===== src/assert_macros.svh =====
// ---------------------------------------------------------------------------
// assertion macros shared by the scheduler rtl
// ---------------------------------------------------------------------------
`ifndef ASSERT_MACROS_SVH
`define ASSERT_MACROS_SVH

// condition holds at every edge out of reset
`define FPS_ASSERT_ALWAYS(lbl, clk, rst_n, cond) \
  lbl: assert property (@(posedge clk) disable iff (!rst_n) (cond)) \
    else $error("scheduler assertion failed");

// same-cycle implication
`define FPS_ASSERT_IMPLIES(lbl, clk, rst_n, pre, post) \
  lbl: assert property (@(posedge clk) disable iff (!rst_n) (pre) |-> (post)) \
    else $error("scheduler assertion failed");

// next-cycle implication
`define FPS_ASSERT_NEXT(lbl, clk, rst_n, pre, post) \
  lbl: assert property (@(posedge clk) disable iff (!rst_n) (pre) |=> (post)) \
    else $error("scheduler assertion failed");

`endif


===== src/fps_pkg.sv =====
// ---------------------------------------------------------------------------
// fps_pkg
// types, constants and dispatch tables of the priority scheduler
// ---------------------------------------------------------------------------
`timescale 1ns / 1ps
`default_nettype none

package fps_pkg;

  localparam int unsigned MAX_PROCS_DEF = 64;
  localparam int unsigned PRIO_LEVELS   = 60;
  localparam int unsigned TABLE_LEN     = 60;
  localparam int unsigned TABLE_LAST_I  =
    (PRIO_LEVELS < TABLE_LEN) ? (PRIO_LEVELS - 1) : (TABLE_LEN - 1);
  localparam logic [5:0]  TABLE_LAST    = 6'(TABLE_LAST_I);

  localparam int unsigned PID_W   = 6;
  localparam int unsigned PRIO_W  = 6;
  localparam int unsigned QUANT_W = 10;
  localparam int unsigned DEPTH_W = 8;
  localparam logic [DEPTH_W-1:0] DEPTH_MAX = '1;

  // item kind carried on the input tuser
  typedef enum logic [1:0] {
    ACT_RESCHED = 2'd0,
    ACT_DSTART  = 2'd1,
    ACT_DSTOP   = 2'd2,
    ACT_ENQ     = 2'd3
  } fps_action_e;

  // scheduling groups
  localparam logic [1:0] GRP_TS = 2'd0;
  localparam logic [1:0] GRP_PS = 2'd1;

  // one ready queue entry
  typedef struct packed {
    logic [PID_W-1:0]  pid;
    logic [PRIO_W-1:0] prio;
  } fps_entry_t;

  // command broadcast along the cell chain
  typedef struct packed {
    logic ins;
    logic pop;
  } fps_qcmd_t;

  localparam logic [PRIO_W-1:0] CPU_TABLE [TABLE_LEN] = '{
    6'd0,  6'd0,  6'd0,  6'd0,  6'd0,  6'd0,  6'd0,  6'd0,  6'd0,  6'd0,
    6'd0,  6'd1,  6'd2,  6'd3,  6'd4,  6'd5,  6'd6,  6'd7,  6'd8,  6'd9,
    6'd10, 6'd11, 6'd12, 6'd13, 6'd14, 6'd15, 6'd16, 6'd17, 6'd18, 6'd19,
    6'd20, 6'd21, 6'd22, 6'd23, 6'd24, 6'd25, 6'd26, 6'd27, 6'd28, 6'd29,
    6'd30, 6'd31, 6'd32, 6'd33, 6'd34, 6'd35, 6'd36, 6'd37, 6'd38, 6'd39,
    6'd40, 6'd41, 6'd42, 6'd43, 6'd44, 6'd45, 6'd46, 6'd47, 6'd48, 6'd49
  };

  localparam logic [PRIO_W-1:0] IO_TABLE [TABLE_LEN] = '{
    6'd50, 6'd50, 6'd50, 6'd50, 6'd50, 6'd50, 6'd50, 6'd50, 6'd50, 6'd50,
    6'd51, 6'd51, 6'd51, 6'd51, 6'd51, 6'd51, 6'd51, 6'd51, 6'd51, 6'd51,
    6'd52, 6'd52, 6'd52, 6'd52, 6'd52, 6'd52, 6'd52, 6'd52, 6'd52, 6'd52,
    6'd53, 6'd53, 6'd53, 6'd53, 6'd53, 6'd54, 6'd54, 6'd54, 6'd54, 6'd54,
    6'd55, 6'd55, 6'd55, 6'd55, 6'd55, 6'd56, 6'd57, 6'd58, 6'd58, 6'd58,
    6'd58, 6'd58, 6'd58, 6'd58, 6'd58, 6'd58, 6'd58, 6'd58, 6'd58, 6'd59
  };

  localparam logic [7:0] QUANT_TABLE [TABLE_LEN] = '{
    8'd200, 8'd200, 8'd200, 8'd200, 8'd200, 8'd200, 8'd200, 8'd200, 8'd200, 8'd200,
    8'd160, 8'd160, 8'd160, 8'd160, 8'd160, 8'd160, 8'd160, 8'd160, 8'd160, 8'd160,
    8'd120, 8'd120, 8'd120, 8'd120, 8'd120, 8'd120, 8'd120, 8'd120, 8'd120, 8'd120,
    8'd80,  8'd80,  8'd80,  8'd80,  8'd80,  8'd80,  8'd80,  8'd80,  8'd80,  8'd80,
    8'd40,  8'd40,  8'd40,  8'd40,  8'd40,  8'd40,  8'd40,  8'd40,  8'd40,  8'd40,
    8'd40,  8'd40,  8'd40,  8'd40,  8'd40,  8'd40,  8'd40,  8'd40,  8'd40,  8'd20
  };

  // priorities past the last table row use the last row
  function automatic logic [5:0] fps_tbl_idx(input logic [PRIO_W-1:0] prio);
    return (prio > TABLE_LAST) ? TABLE_LAST : prio;
  endfunction

  function automatic logic [PRIO_W-1:0] fps_remap(input logic [PRIO_W-1:0] prio,
                                                   input logic cpu_bound);
    logic [5:0] idx;
    idx = fps_tbl_idx(prio);
    return cpu_bound ? CPU_TABLE[idx] : IO_TABLE[idx];
  endfunction

  function automatic logic [QUANT_W-1:0] fps_quantum(input logic [PRIO_W-1:0] prio);
    return QUANT_W'(QUANT_TABLE[fps_tbl_idx(prio)]);
  endfunction

endpackage

`default_nettype wire


===== src/fps_cell.sv =====
// ---------------------------------------------------------------------------
// fps_cell
// one slot of the sorted ready queue; shifts right on insert, left on pop
// ---------------------------------------------------------------------------
`timescale 1ns / 1ps
`default_nettype none

module fps_cell
  import fps_pkg::*;
(
  input  wire logic       clk_i,
  input  wire fps_qcmd_t  cmd_i,
  input  wire logic       valid_i,      // slot lies below the fill count
  input  wire logic       left_keep_i,  // left neighbor keeps its entry on insert
  input  wire fps_entry_t new_i,
  input  wire fps_entry_t left_i,
  input  wire fps_entry_t right_i,
  output fps_entry_t      entry_o,
  output logic            keep_o
);

  fps_entry_t entry_q, entry_d;

  // an equal or higher priority stays ahead of the new word
  assign keep_o = valid_i && (entry_q.prio >= new_i.prio);

  // slot update
  always_comb begin
    entry_d = entry_q;
    if (cmd_i.pop) begin
      entry_d = right_i;
    end else if (cmd_i.ins && !keep_o) begin
      entry_d = left_keep_i ? new_i : left_i;
    end
  end

  always_ff @(posedge clk_i) begin
    entry_q <= entry_d;
  end

  assign entry_o = entry_q;

endmodule

`default_nettype wire


===== src/fps_queue.sv =====
// ---------------------------------------------------------------------------
// fps_queue
// chain of cells forming the ready queue, highest priority in cell zero
// ---------------------------------------------------------------------------
`timescale 1ns / 1ps
`default_nettype none

`include "assert_macros.svh"

module fps_queue
  import fps_pkg::*;
#(
  parameter int unsigned MAX_PROCS = MAX_PROCS_DEF,
  parameter int unsigned CNT_W     = $clog2(MAX_PROCS + 1)
) (
  input  wire logic             clk_i,
  input  wire logic             rst_ni,
  input  wire fps_qcmd_t        cmd_i,
  input  wire fps_entry_t       new_i,
  input  wire logic [CNT_W-1:0] count_i,
  output fps_entry_t            head_o
);

  fps_entry_t entries [MAX_PROCS];
  logic       keeps   [MAX_PROCS];

  // cell row, each linked to both neighbors
  for (genvar i = 0; i < MAX_PROCS; i++) begin : g_cell
    fps_entry_t left_w, right_w;
    logic       left_keep_w;

    if (i == 0) begin : g_first
      assign left_w      = new_i;
      assign left_keep_w = 1'b1;
    end else begin : g_mid
      assign left_w      = entries[i-1];
      assign left_keep_w = keeps[i-1];
    end

    if (i == MAX_PROCS - 1) begin : g_last
      assign right_w = entries[i];
    end else begin : g_inner
      assign right_w = entries[i+1];
    end

    fps_cell u_cell (
      .clk_i       (clk_i),
      .cmd_i       (cmd_i),
      .valid_i     (CNT_W'(i) < count_i),
      .left_keep_i (left_keep_w),
      .new_i       (new_i),
      .left_i      (left_w),
      .right_i     (right_w),
      .entry_o     (entries[i]),
      .keep_o      (keeps[i])
    );
  end

  assign head_o = entries[0];

  // checks
  `FPS_ASSERT_ALWAYS(a_no_ins_pop, clk_i, rst_ni, !(cmd_i.ins && cmd_i.pop))
  `FPS_ASSERT_IMPLIES(a_no_overflow, clk_i, rst_ni, cmd_i.ins, count_i < CNT_W'(MAX_PROCS))
  `FPS_ASSERT_IMPLIES(a_sorted_head, clk_i, rst_ni, count_i >= CNT_W'(2),
                      entries[0].prio >= entries[1].prio)

endmodule

`default_nettype wire


===== src/feedback_priority_scheduler.sv =====
// ---------------------------------------------------------------------------
// feedback_priority_scheduler
// ready queue scheduler with a time-sharing dispatch table
// ---------------------------------------------------------------------------
// usage:
//  - input stream: tuser holds the action (reschedule, defer start, defer
//    stop, enqueue), tdata the process fields; one result word per input word
//  - output stream: status, dispatch flags, running process, updated
//    priority and new quantum, held in an output register
//  - config channel: writes fixed_quantum, always ready; write only when idle
//  - latency: the result is valid the cycle after the input word is taken
//  - throughput: one word per cycle while the output is taken; when a switch puts the
//    departing process back into the queue, tready drops for the insert pass
//    through the cell chain, which follows the pop pass
//  - the queue is a row of cells, each slot comparing against the inserted
//    word and shifting toward its neighbor
//  - receiver stall: tready drops while the output register is full and
//    not taken; nothing is lost
//  - reset: null process running at priority zero, queue empty, no defer
//    open, fixed_quantum 2
// ---------------------------------------------------------------------------
`timescale 1ns / 1ps
`default_nettype none

`include "assert_macros.svh"

module feedback_priority_scheduler
  import fps_pkg::*;
#(
  parameter int unsigned MAX_PROCS = MAX_PROCS_DEF
) (
  input  wire logic               clk_i,
  input  wire logic               rst_ni,
  // config write channel
  input  wire logic               cfg_valid_i,
  output logic                    cfg_ready_o,
  input  wire logic [QUANT_W-1:0] cfg_data_i,     // fixed_quantum
  // input stream
  input  wire logic               s_axis_tvalid,
  output logic                    s_axis_tready,
  input  wire logic [15:0]        s_axis_tdata,   // still_runnable, slice_expired,
                                                  // old_group[1:0], ready_pid[5:0],
                                                  // ready_priority[5:0]
  input  wire logic [1:0]         s_axis_tuser,   // action[1:0]
  // output stream
  output logic                    m_axis_tvalid,
  input  wire logic               m_axis_tready,
  output logic [31:0]             m_axis_tdata    // status, switched, deferred,
                                                  // running_pid[5:0],
                                                  // departing_priority[5:0],
                                                  // quantum_valid, quantum[9:0],
                                                  // zero fill
);

  localparam int unsigned CNT_W = $clog2(MAX_PROCS + 1);

  localparam logic ST_IDLE = 1'b0;
  localparam logic ST_INS  = 1'b1;

  typedef struct packed {
    logic [QUANT_W-1:0] quantum;
    logic               qvalid;
    logic [PRIO_W-1:0]  dprio;
    logic [PID_W-1:0]   pid;
    logic               deferred;
    logic               switched;
    logic               status;
  } fps_result_t;

  logic               state_q, state_d;
  logic [QUANT_W-1:0] fixq_q;
  logic [PID_W-1:0]   run_pid_q, run_pid_d;
  logic [PRIO_W-1:0]  run_prio_q, run_prio_d;
  logic [CNT_W-1:0]   count_q, count_d;
  logic [DEPTH_W-1:0] depth_q, depth_d;
  logic               pend_q, pend_d;
  fps_entry_t         req_q, req_d;
  logic               mval_q, mval_d;
  fps_result_t        mres_q, mres_d;

  fps_action_e        action;
  logic               runnable, expired;
  logic [1:0]         group;
  fps_entry_t         in_entry;
  logic               accept, resched;
  logic [PRIO_W-1:0]  upd_prio;
  fps_qcmd_t          qcmd;
  fps_entry_t         qnew, head;
  fps_result_t        res;

  // field unpacking
  assign action         = fps_action_e'(s_axis_tuser);
  assign runnable       = s_axis_tdata[0];
  assign expired        = s_axis_tdata[1];
  assign group          = s_axis_tdata[3:2];
  assign in_entry.pid   = s_axis_tdata[9:4];
  assign in_entry.prio  = s_axis_tdata[15:10];

  assign cfg_ready_o    = 1'b1;
  assign s_axis_tready  = (state_q == ST_IDLE) && (!mval_q || m_axis_tready);
  assign accept         = s_axis_tvalid && s_axis_tready;

  // a reschedule runs now, or replays when the last defer closes
  assign resched = ((action == ACT_RESCHED) && (depth_q == '0)) ||
                   ((action == ACT_DSTOP) && (depth_q == DEPTH_W'(1)) && pend_q);

  // priority after classification; the null process is never remapped
  assign upd_prio = ((group == GRP_TS) && (run_pid_q != '0))
                    ? fps_remap(run_prio_q, expired || runnable) : run_prio_q;

  // item processing
  always_comb begin
    state_d    = ST_IDLE;
    run_pid_d  = run_pid_q;
    run_prio_d = run_prio_q;
    depth_d    = depth_q;
    pend_d     = pend_q;
    req_d      = req_q;
    qcmd       = '0;
    qnew       = in_entry;
    res        = '0;
    res.dprio  = run_prio_q;

    if (state_q == ST_INS) begin
      // requeue the departing process
      qcmd.ins = 1'b1;
      qnew     = req_q;
    end else if (accept) begin
      unique case (action)
        ACT_RESCHED: begin
          if (depth_q != '0) begin
            pend_d       = 1'b1;
            res.deferred = 1'b1;
          end
        end
        ACT_DSTART: begin
          if (depth_q == '0) begin
            pend_d = 1'b0;
          end
          if (depth_q != DEPTH_MAX) begin
            depth_d = depth_q + DEPTH_W'(1);
          end
        end
        ACT_DSTOP: begin
          if (depth_q == '0) begin
            res.status = 1'b1;
          end else begin
            depth_d = depth_q - DEPTH_W'(1);
          end
        end
        ACT_ENQ: begin
          if (count_q == CNT_W'(MAX_PROCS)) begin
            res.status = 1'b1;
          end else begin
            qcmd.ins = 1'b1;
          end
        end
        default: ;
      endcase

      if (resched) begin
        run_prio_d = upd_prio;
        res.dprio  = upd_prio;
        if (count_q == '0) begin
          res.status = !runnable;
        end else if (!(runnable && (upd_prio > head.prio))) begin
          // dispatch the head
          qcmd.pop     = 1'b1;
          run_pid_d    = head.pid;
          run_prio_d   = head.prio;
          res.switched = 1'b1;
          if (group == GRP_TS) begin
            res.qvalid  = 1'b1;
            res.quantum = fps_quantum(head.prio);
          end else if (group == GRP_PS) begin
            res.qvalid  = 1'b1;
            res.quantum = fixq_q;
          end
          if (runnable) begin
            state_d    = ST_INS;
            req_d.pid  = run_pid_q;
            req_d.prio = upd_prio;
          end
        end
      end
    end

    res.pid = run_pid_d;
    count_d = count_q + CNT_W'(qcmd.ins) - CNT_W'(qcmd.pop);
  end

  // output register
  always_comb begin
    mval_d = mval_q;
    mres_d = mres_q;
    if (accept) begin
      mval_d = 1'b1;
      mres_d = res;
    end else if (m_axis_tready) begin
      mval_d = 1'b0;
    end
  end

  // control state
  always_ff @(posedge clk_i or negedge rst_ni) begin
    if (!rst_ni) begin
      state_q    <= ST_IDLE;
      fixq_q     <= QUANT_W'(2);
      run_pid_q  <= '0;
      run_prio_q <= '0;
      count_q    <= '0;
      depth_q    <= '0;
      pend_q     <= 1'b0;
      mval_q     <= 1'b0;
    end else begin
      state_q    <= state_d;
      run_pid_q  <= run_pid_d;
      run_prio_q <= run_prio_d;
      count_q    <= count_d;
      depth_q    <= depth_d;
      pend_q     <= pend_d;
      mval_q     <= mval_d;
      if (cfg_valid_i && cfg_ready_o) begin
        fixq_q <= cfg_data_i;
      end
    end
  end

  // payload
  always_ff @(posedge clk_i) begin
    req_q  <= req_d;
    mres_q <= mres_d;
  end

  fps_queue #(
    .MAX_PROCS (MAX_PROCS),
    .CNT_W     (CNT_W)
  ) u_queue (
    .clk_i   (clk_i),
    .rst_ni  (rst_ni),
    .cmd_i   (qcmd),
    .new_i   (qnew),
    .count_i (count_q),
    .head_o  (head)
  );

  assign m_axis_tvalid = mval_q;
  assign m_axis_tdata  = {{(32 - $bits(fps_result_t)){1'b0}}, mres_q};

  // checks
  `FPS_ASSERT_NEXT(a_ins_one_cycle, clk_i, rst_ni, state_q == ST_INS, state_q == ST_IDLE)
  `FPS_ASSERT_NEXT(a_result_follows, clk_i, rst_ni, accept, m_axis_tvalid)
  `FPS_ASSERT_ALWAYS(a_count_bound, clk_i, rst_ni, count_q <= CNT_W'(MAX_PROCS))
  `FPS_ASSERT_IMPLIES(a_requeue_after_switch, clk_i, rst_ni, state_d == ST_INS,
                      accept && res.switched)

endmodule

`default_nettype wire


===== config.mk =====
export PLATFORM = sky130hd
export DESIGN_NAME = feedback_priority_scheduler
export DESIGN_NICKNAME = d
export VERILOG_FILES = /design/src/fps_pkg.sv /design/src/fps_cell.sv /design/src/fps_queue.sv /design/src/feedback_priority_scheduler.sv
export VERILOG_INCLUDE_DIRS = /design/src /design/src/src
export SDC_FILE = /design/constraint.sdc
export NUM_CORES = 2
export LEC_CHECK = 0
export ABC_AREA = 1
export BUFFER_PORTS_ARGS = -buffer_cell sky130_fd_sc_hd__buf_2
export CORE_MARGIN = 3
export CORE_UTILIZATION = 40
export CTS_CLUSTER_SIZE = 10
export DETAILED_ROUTE_END_ITERATION = 8
export MAX_ROUTING_LAYER = met4
export PLACE_DENSITY = 0.65
export SLEW_MARGIN = 20
export SYNTH_ARGS = -nofsm -noshare
export SYNTH_HDL_FRONTEND = slang
export SYNTH_HIERARCHICAL = 1
export SYNTH_SLANG_ARGS = --single-unit
export TNS_END_PERCENT = 5

===== constraint.sdc =====
create_clock -name clk_i -period 7 [get_ports clk_i]
set_clock_uncertainty 0.2 [all_clocks]
set_input_delay 1.75 -clock clk_i [delete_from_list [all_inputs] [get_ports clk_i]]
set_output_delay 1.75 -clock clk_i [all_outputs]
set_load 0.05 [all_outputs]

* Word level (Yosys, flattened, before mapping)
Memories as Yosys holds them, arrays and structs flattened. Cells that the tools add are included. W data, S select, Z words.
Storage, ports and cells: register bits after elaboration 846, memory bits (read-only) 1280, bits of input ports 33, output and inout port bits 35, word-level logic and storage cells 830, memories kept 3
Cells by class: add/sub/neg operators 4, magnitude comparators 133, eq/ne operators 11, mux-type cells 239, bitwise logic cells 9, reductions and logical operators 285
Memory list:
- (no name shown) | words 64, bits a word 8, rd ports 1, clocked after memory_dff 0, write ports 0, RTL line fps_pkg.sv:87 | return QUANT_W'(QUANT_TABLE[fps_tbl_idx(prio)]);
- (no name shown) | words 64, bits a word 6, rd ports 1, clocked after memory_dff 0, write ports 0, RTL line fps_pkg.sv:83 | return cpu_bound ? CPU_TABLE[idx] : IO_TABLE[idx];
- (no name shown) | words 64, bits a word 6, rd ports 1, clocked after memory_dff 0, write ports 0, RTL line fps_pkg.sv:83
Operators by type and width (number):
- $mux W12 | 190
- $ge A6 B6 Y1 | 64
- $lt A6 B7 Y1 const A | 32
- $logic_and A1 B1 Y1 | 135
- $reduce_bool A2 Y1 | 66
- $lt A5 B7 Y1 const A | 16
- $mux W6 | 17
- $logic_not A1 Y1 | 66
- $lt A4 B7 Y1 const A | 8
- $mux W8 | 4
- $lt A3 B7 Y1 const A | 4
- $mux W1 | 22
- $mux W11 | 2
- $pmux W8 S2 | 1
- $ge A7 B7 Y1 const B | 2
- $lt A1 B7 Y1 const A | 2
- $lt A2 B7 Y1 const A | 2
- $not A6 Y7 | 2
- $gt A6 B6 Y1 const B | 2
- $reduce_and A5 Y1 | 2
- $add A8 B1 Y8 const B | 1
- $eq A8 B1 Y1 const B | 1
- $logic_not A8 Y1 | 1
- $ne A8 B8 Y1 const B | 1
- other kinds (23) | 38

* Depth between registers and ports, before layout
depth after elaboration 18, mapped depth 34, gate-level depth less buffers 33

* Cells and area by module
The synthesis kept the hierarchy.
By module, submodules not included:
- fps_cell | instances 64, cells an instance 100, area each 812.0 um^2, sequential area each 360.3 um^2
- feedback_priority_scheduler | instances 1, cells an instance 555, area each 4630.7 um^2, sequential area each 2143.3 um^2
- fps_queue | instances 1, cells an instance 139, area each 600.6 um^2, sequential area each 0.0 um^2

* Least setup slack after synthesis
OpenSTA, ideal clock, no wires.
path type input to register, start point input port s_axis_tdata[2], end point register count_q[6], setup time 0.079 ns, data arrival time 6.481 ns, data required time 6.721 ns, slack 0.240 ns, stages on the path 24, path buffers 0, cells stage by stage nor2_1 > nand2_1 > inv_1 > nand2_1 > o21ai_0 > nand2_1 > ha_1 > nand2_1 > nor2_1 > nand2_1 > nand3_1 > nand3_2 > nand2_4 > clkinv_4 > ha_1 > inv_1 > ha_1 > fa_1 > nand3_1 > nand2_1 > a21oi_1 > nor2_1 > nor2_1 > xor2_1
RTL lines:
- from (decl) | RTL line feedback_priority_scheduler.sv:41 | input wire logic [15:0] s_axis_tdata,
- to (signal assigned) | RTL line feedback_priority_scheduler.sv:219 | count_q <= count_d;
- to (decl) | RTL line feedback_priority_scheduler.sv:74 | logic [CNT_W-1:0] count_q, count_d;

==> run metrics <==
first-pass GRT wire length=247000 um; Synthesis Warnings=6; # resized after CTS=0; CORE AREA=142000 um2; Crit. End Element=flip-flop; crit path time final=5.82 ns; Hold Crit Class=reg -> reg; HPWL after detailed placement=106000 um; 1st-pass router iterations=6; Clock Tree Buf Depth=3; vias in the first global route=45676; Data arrival, critical path=5.94 ns; CP Class=in -> reg; total gr overflow=0; Slew @ Worst Pin=1.22 ns; setup TNS=0 ns; Final Hold Viols=0; max_slew headroom=18.9%; Initial Util=40.3%; P per Cell Area=282 nW/um2; Synth Instances=7093; antenna violations before repair=1; fin crit share=83.2%; status=completed; largest net degree at the start of global routing=208; # rows=138; crit path launch type=input pin; f_max=172 MHz; I/O pins=68; total track usage=21.2%; CTS tree=yes; crit path max fanout=207; Area Overhead vs Synth=5.87%; Hold Worst Slack=0.286 ns; ratio of cells with drive above 1 in the final layout=8.13%; CTS clock-pin slew for the worst setup and hold paths=0.05 ns; Avg Inst Size Synth=8.06 um2; worst vdd ir=197 uV; Die X=384 um; final setup vio count=0; RSZ-0062 raised after global routing=no; worst path required time=7.12 ns; WL final=158000 um; Pleak=27.4 nW; design area=60600 um2; CTS root buffer=clkbuf_16; nets@finish=7463; Area after DPL=57600 um2; gp weighted congestion=0.891; Max-cap violations=0; utilization after layout=42.7%; CTS hold repair buffers=0; Ant. Diodes=0; vias per inst=5.37; setup bufs post-CTS=0; Final ANT Viol Nets=0; htree depth=3; Clock Sinks=846; final setup margin=1.18 ns; Netlist Area Pre-Place=57200 um2; Vias=48189; Clock Latency Late Sink=0.69 ns; IO Port Bufs=60; DRT iter0 DRCs=5088; DR DRC count=0; max-slew violations=0; CTS buffer count=100; die area=148000 um2; wire per inst=17.6 um; Die Span Y=384 um; pre-CTS setup slack=0.700 ns
-- report_power, final --
part	switching, W	total, W	leakage (nW)	internal (W)
clock	0.00205	0.00481	1.39	0.00275
sequential	0.000431	0.00688	7.88	0.00645
combinational	0.00371	0.00539	18.1	0.00169
-- cell type report --
class                   instances  area (um2)
well taps                    1890        2360
clock inverters                17         154
inverters                     988        3730
flip-flops and latches        846       25200
clock buffers                 148        2750
multi-input cells            4989       25700
repair buffers                 93         686
fillers                     13990       81200
-- stage by stage --
stage | total power, W | instances
after detailed placement | 0.0122 | 8806
after CTS | 0.0171 | 8971
after floorplan | 0.0113 | 7101
after global routing | 0.0180 | 8971
final | 0.0171 | 8971
after global placement | 0.0121 | 8806
-- registers in the layout, indices dropped and copies added, names as in the netlist, 6 cells and up --
| signal | flops |
|---|---|
| m_axis_tdata | 26 |
| req_q | 12 |
| count_q | 7 |
| u_queue/g_cell.u_cell/entry_o | 768 |
| run_pid_q | 6 |
| run_prio_q | 6 |
| fixq_q | 10 |
| depth_q | 8 |
-- per-layer routing --
| metal | share of wire (%) | wire [um] | GRT usage (%) | up-vias |
|---|---|---|---|---|
| li1 | - | - | - | 23057 |
| met1 | 43 | 67300 | 28.0 | 22711 |
| met2 | 47 | 74200 | 34.3 | 2109 |
| met3 | 7.9 | 12500 | 2.34 | 312 |
| met4 | 2.7 | 4260 | 6.62 | 0 |
| met5 | 0 | 0 | - | - |
-- cell usage in the layout (no fill, tap or decap), types with 60 or more instances in the layout --
| cell | n |
|---|---|
| ha_1 | 411 |
| clkbuf_16 | 102 |
| edfxtp_1 | 806 |
| nor2_1 | 884 |
| a21oi_1 | 1436 |
| inv_1 | 855 |
| a21oi_2 | 193 |
| buf_2 | 60 |
| nand2_1 | 1864 |
| inv_2 | 132 |
-- critical path, cell delays in order --
cell and delay [ns]:
buf_2 0.10, nor2_1 0.35, nand2_1 0.31, inv_1 0.19, nand2_1 0.06, o21ai_0 0.15, nand2_1 0.13, ha_1 0.30
nand2_1 0.06, nor2_1 0.16, nand3_1 0.13, nand3_2 0.19, nand2_4 0.16, clkinv_16 0.14, buf_12 0.45, inv_2 0.30
nand2_1 0.54
-- final timing paths --
check                           startpoint  slack (ns)                              endpoint  cells past startpoint
min in group asynchronous           rst_ni        0.95                            depth_q[7]                      2
max                        s_axis_tdata[2]        1.18  u_queue/g_cell[12].u_cell/entry_o[6]                     17
min                           run_pid_q[3]        0.29                              req_q[9]                      0
min reg2reg                   run_pid_q[3]        0.29                              req_q[9]                      0
max reg2reg                  run_prio_q[3]        1.40  u_queue/g_cell[12].u_cell/entry_o[6]                     20
max in group asynchronous           rst_ni        5.19                             fixq_q[9]                      2
Power figures use the tool's default switching activity.
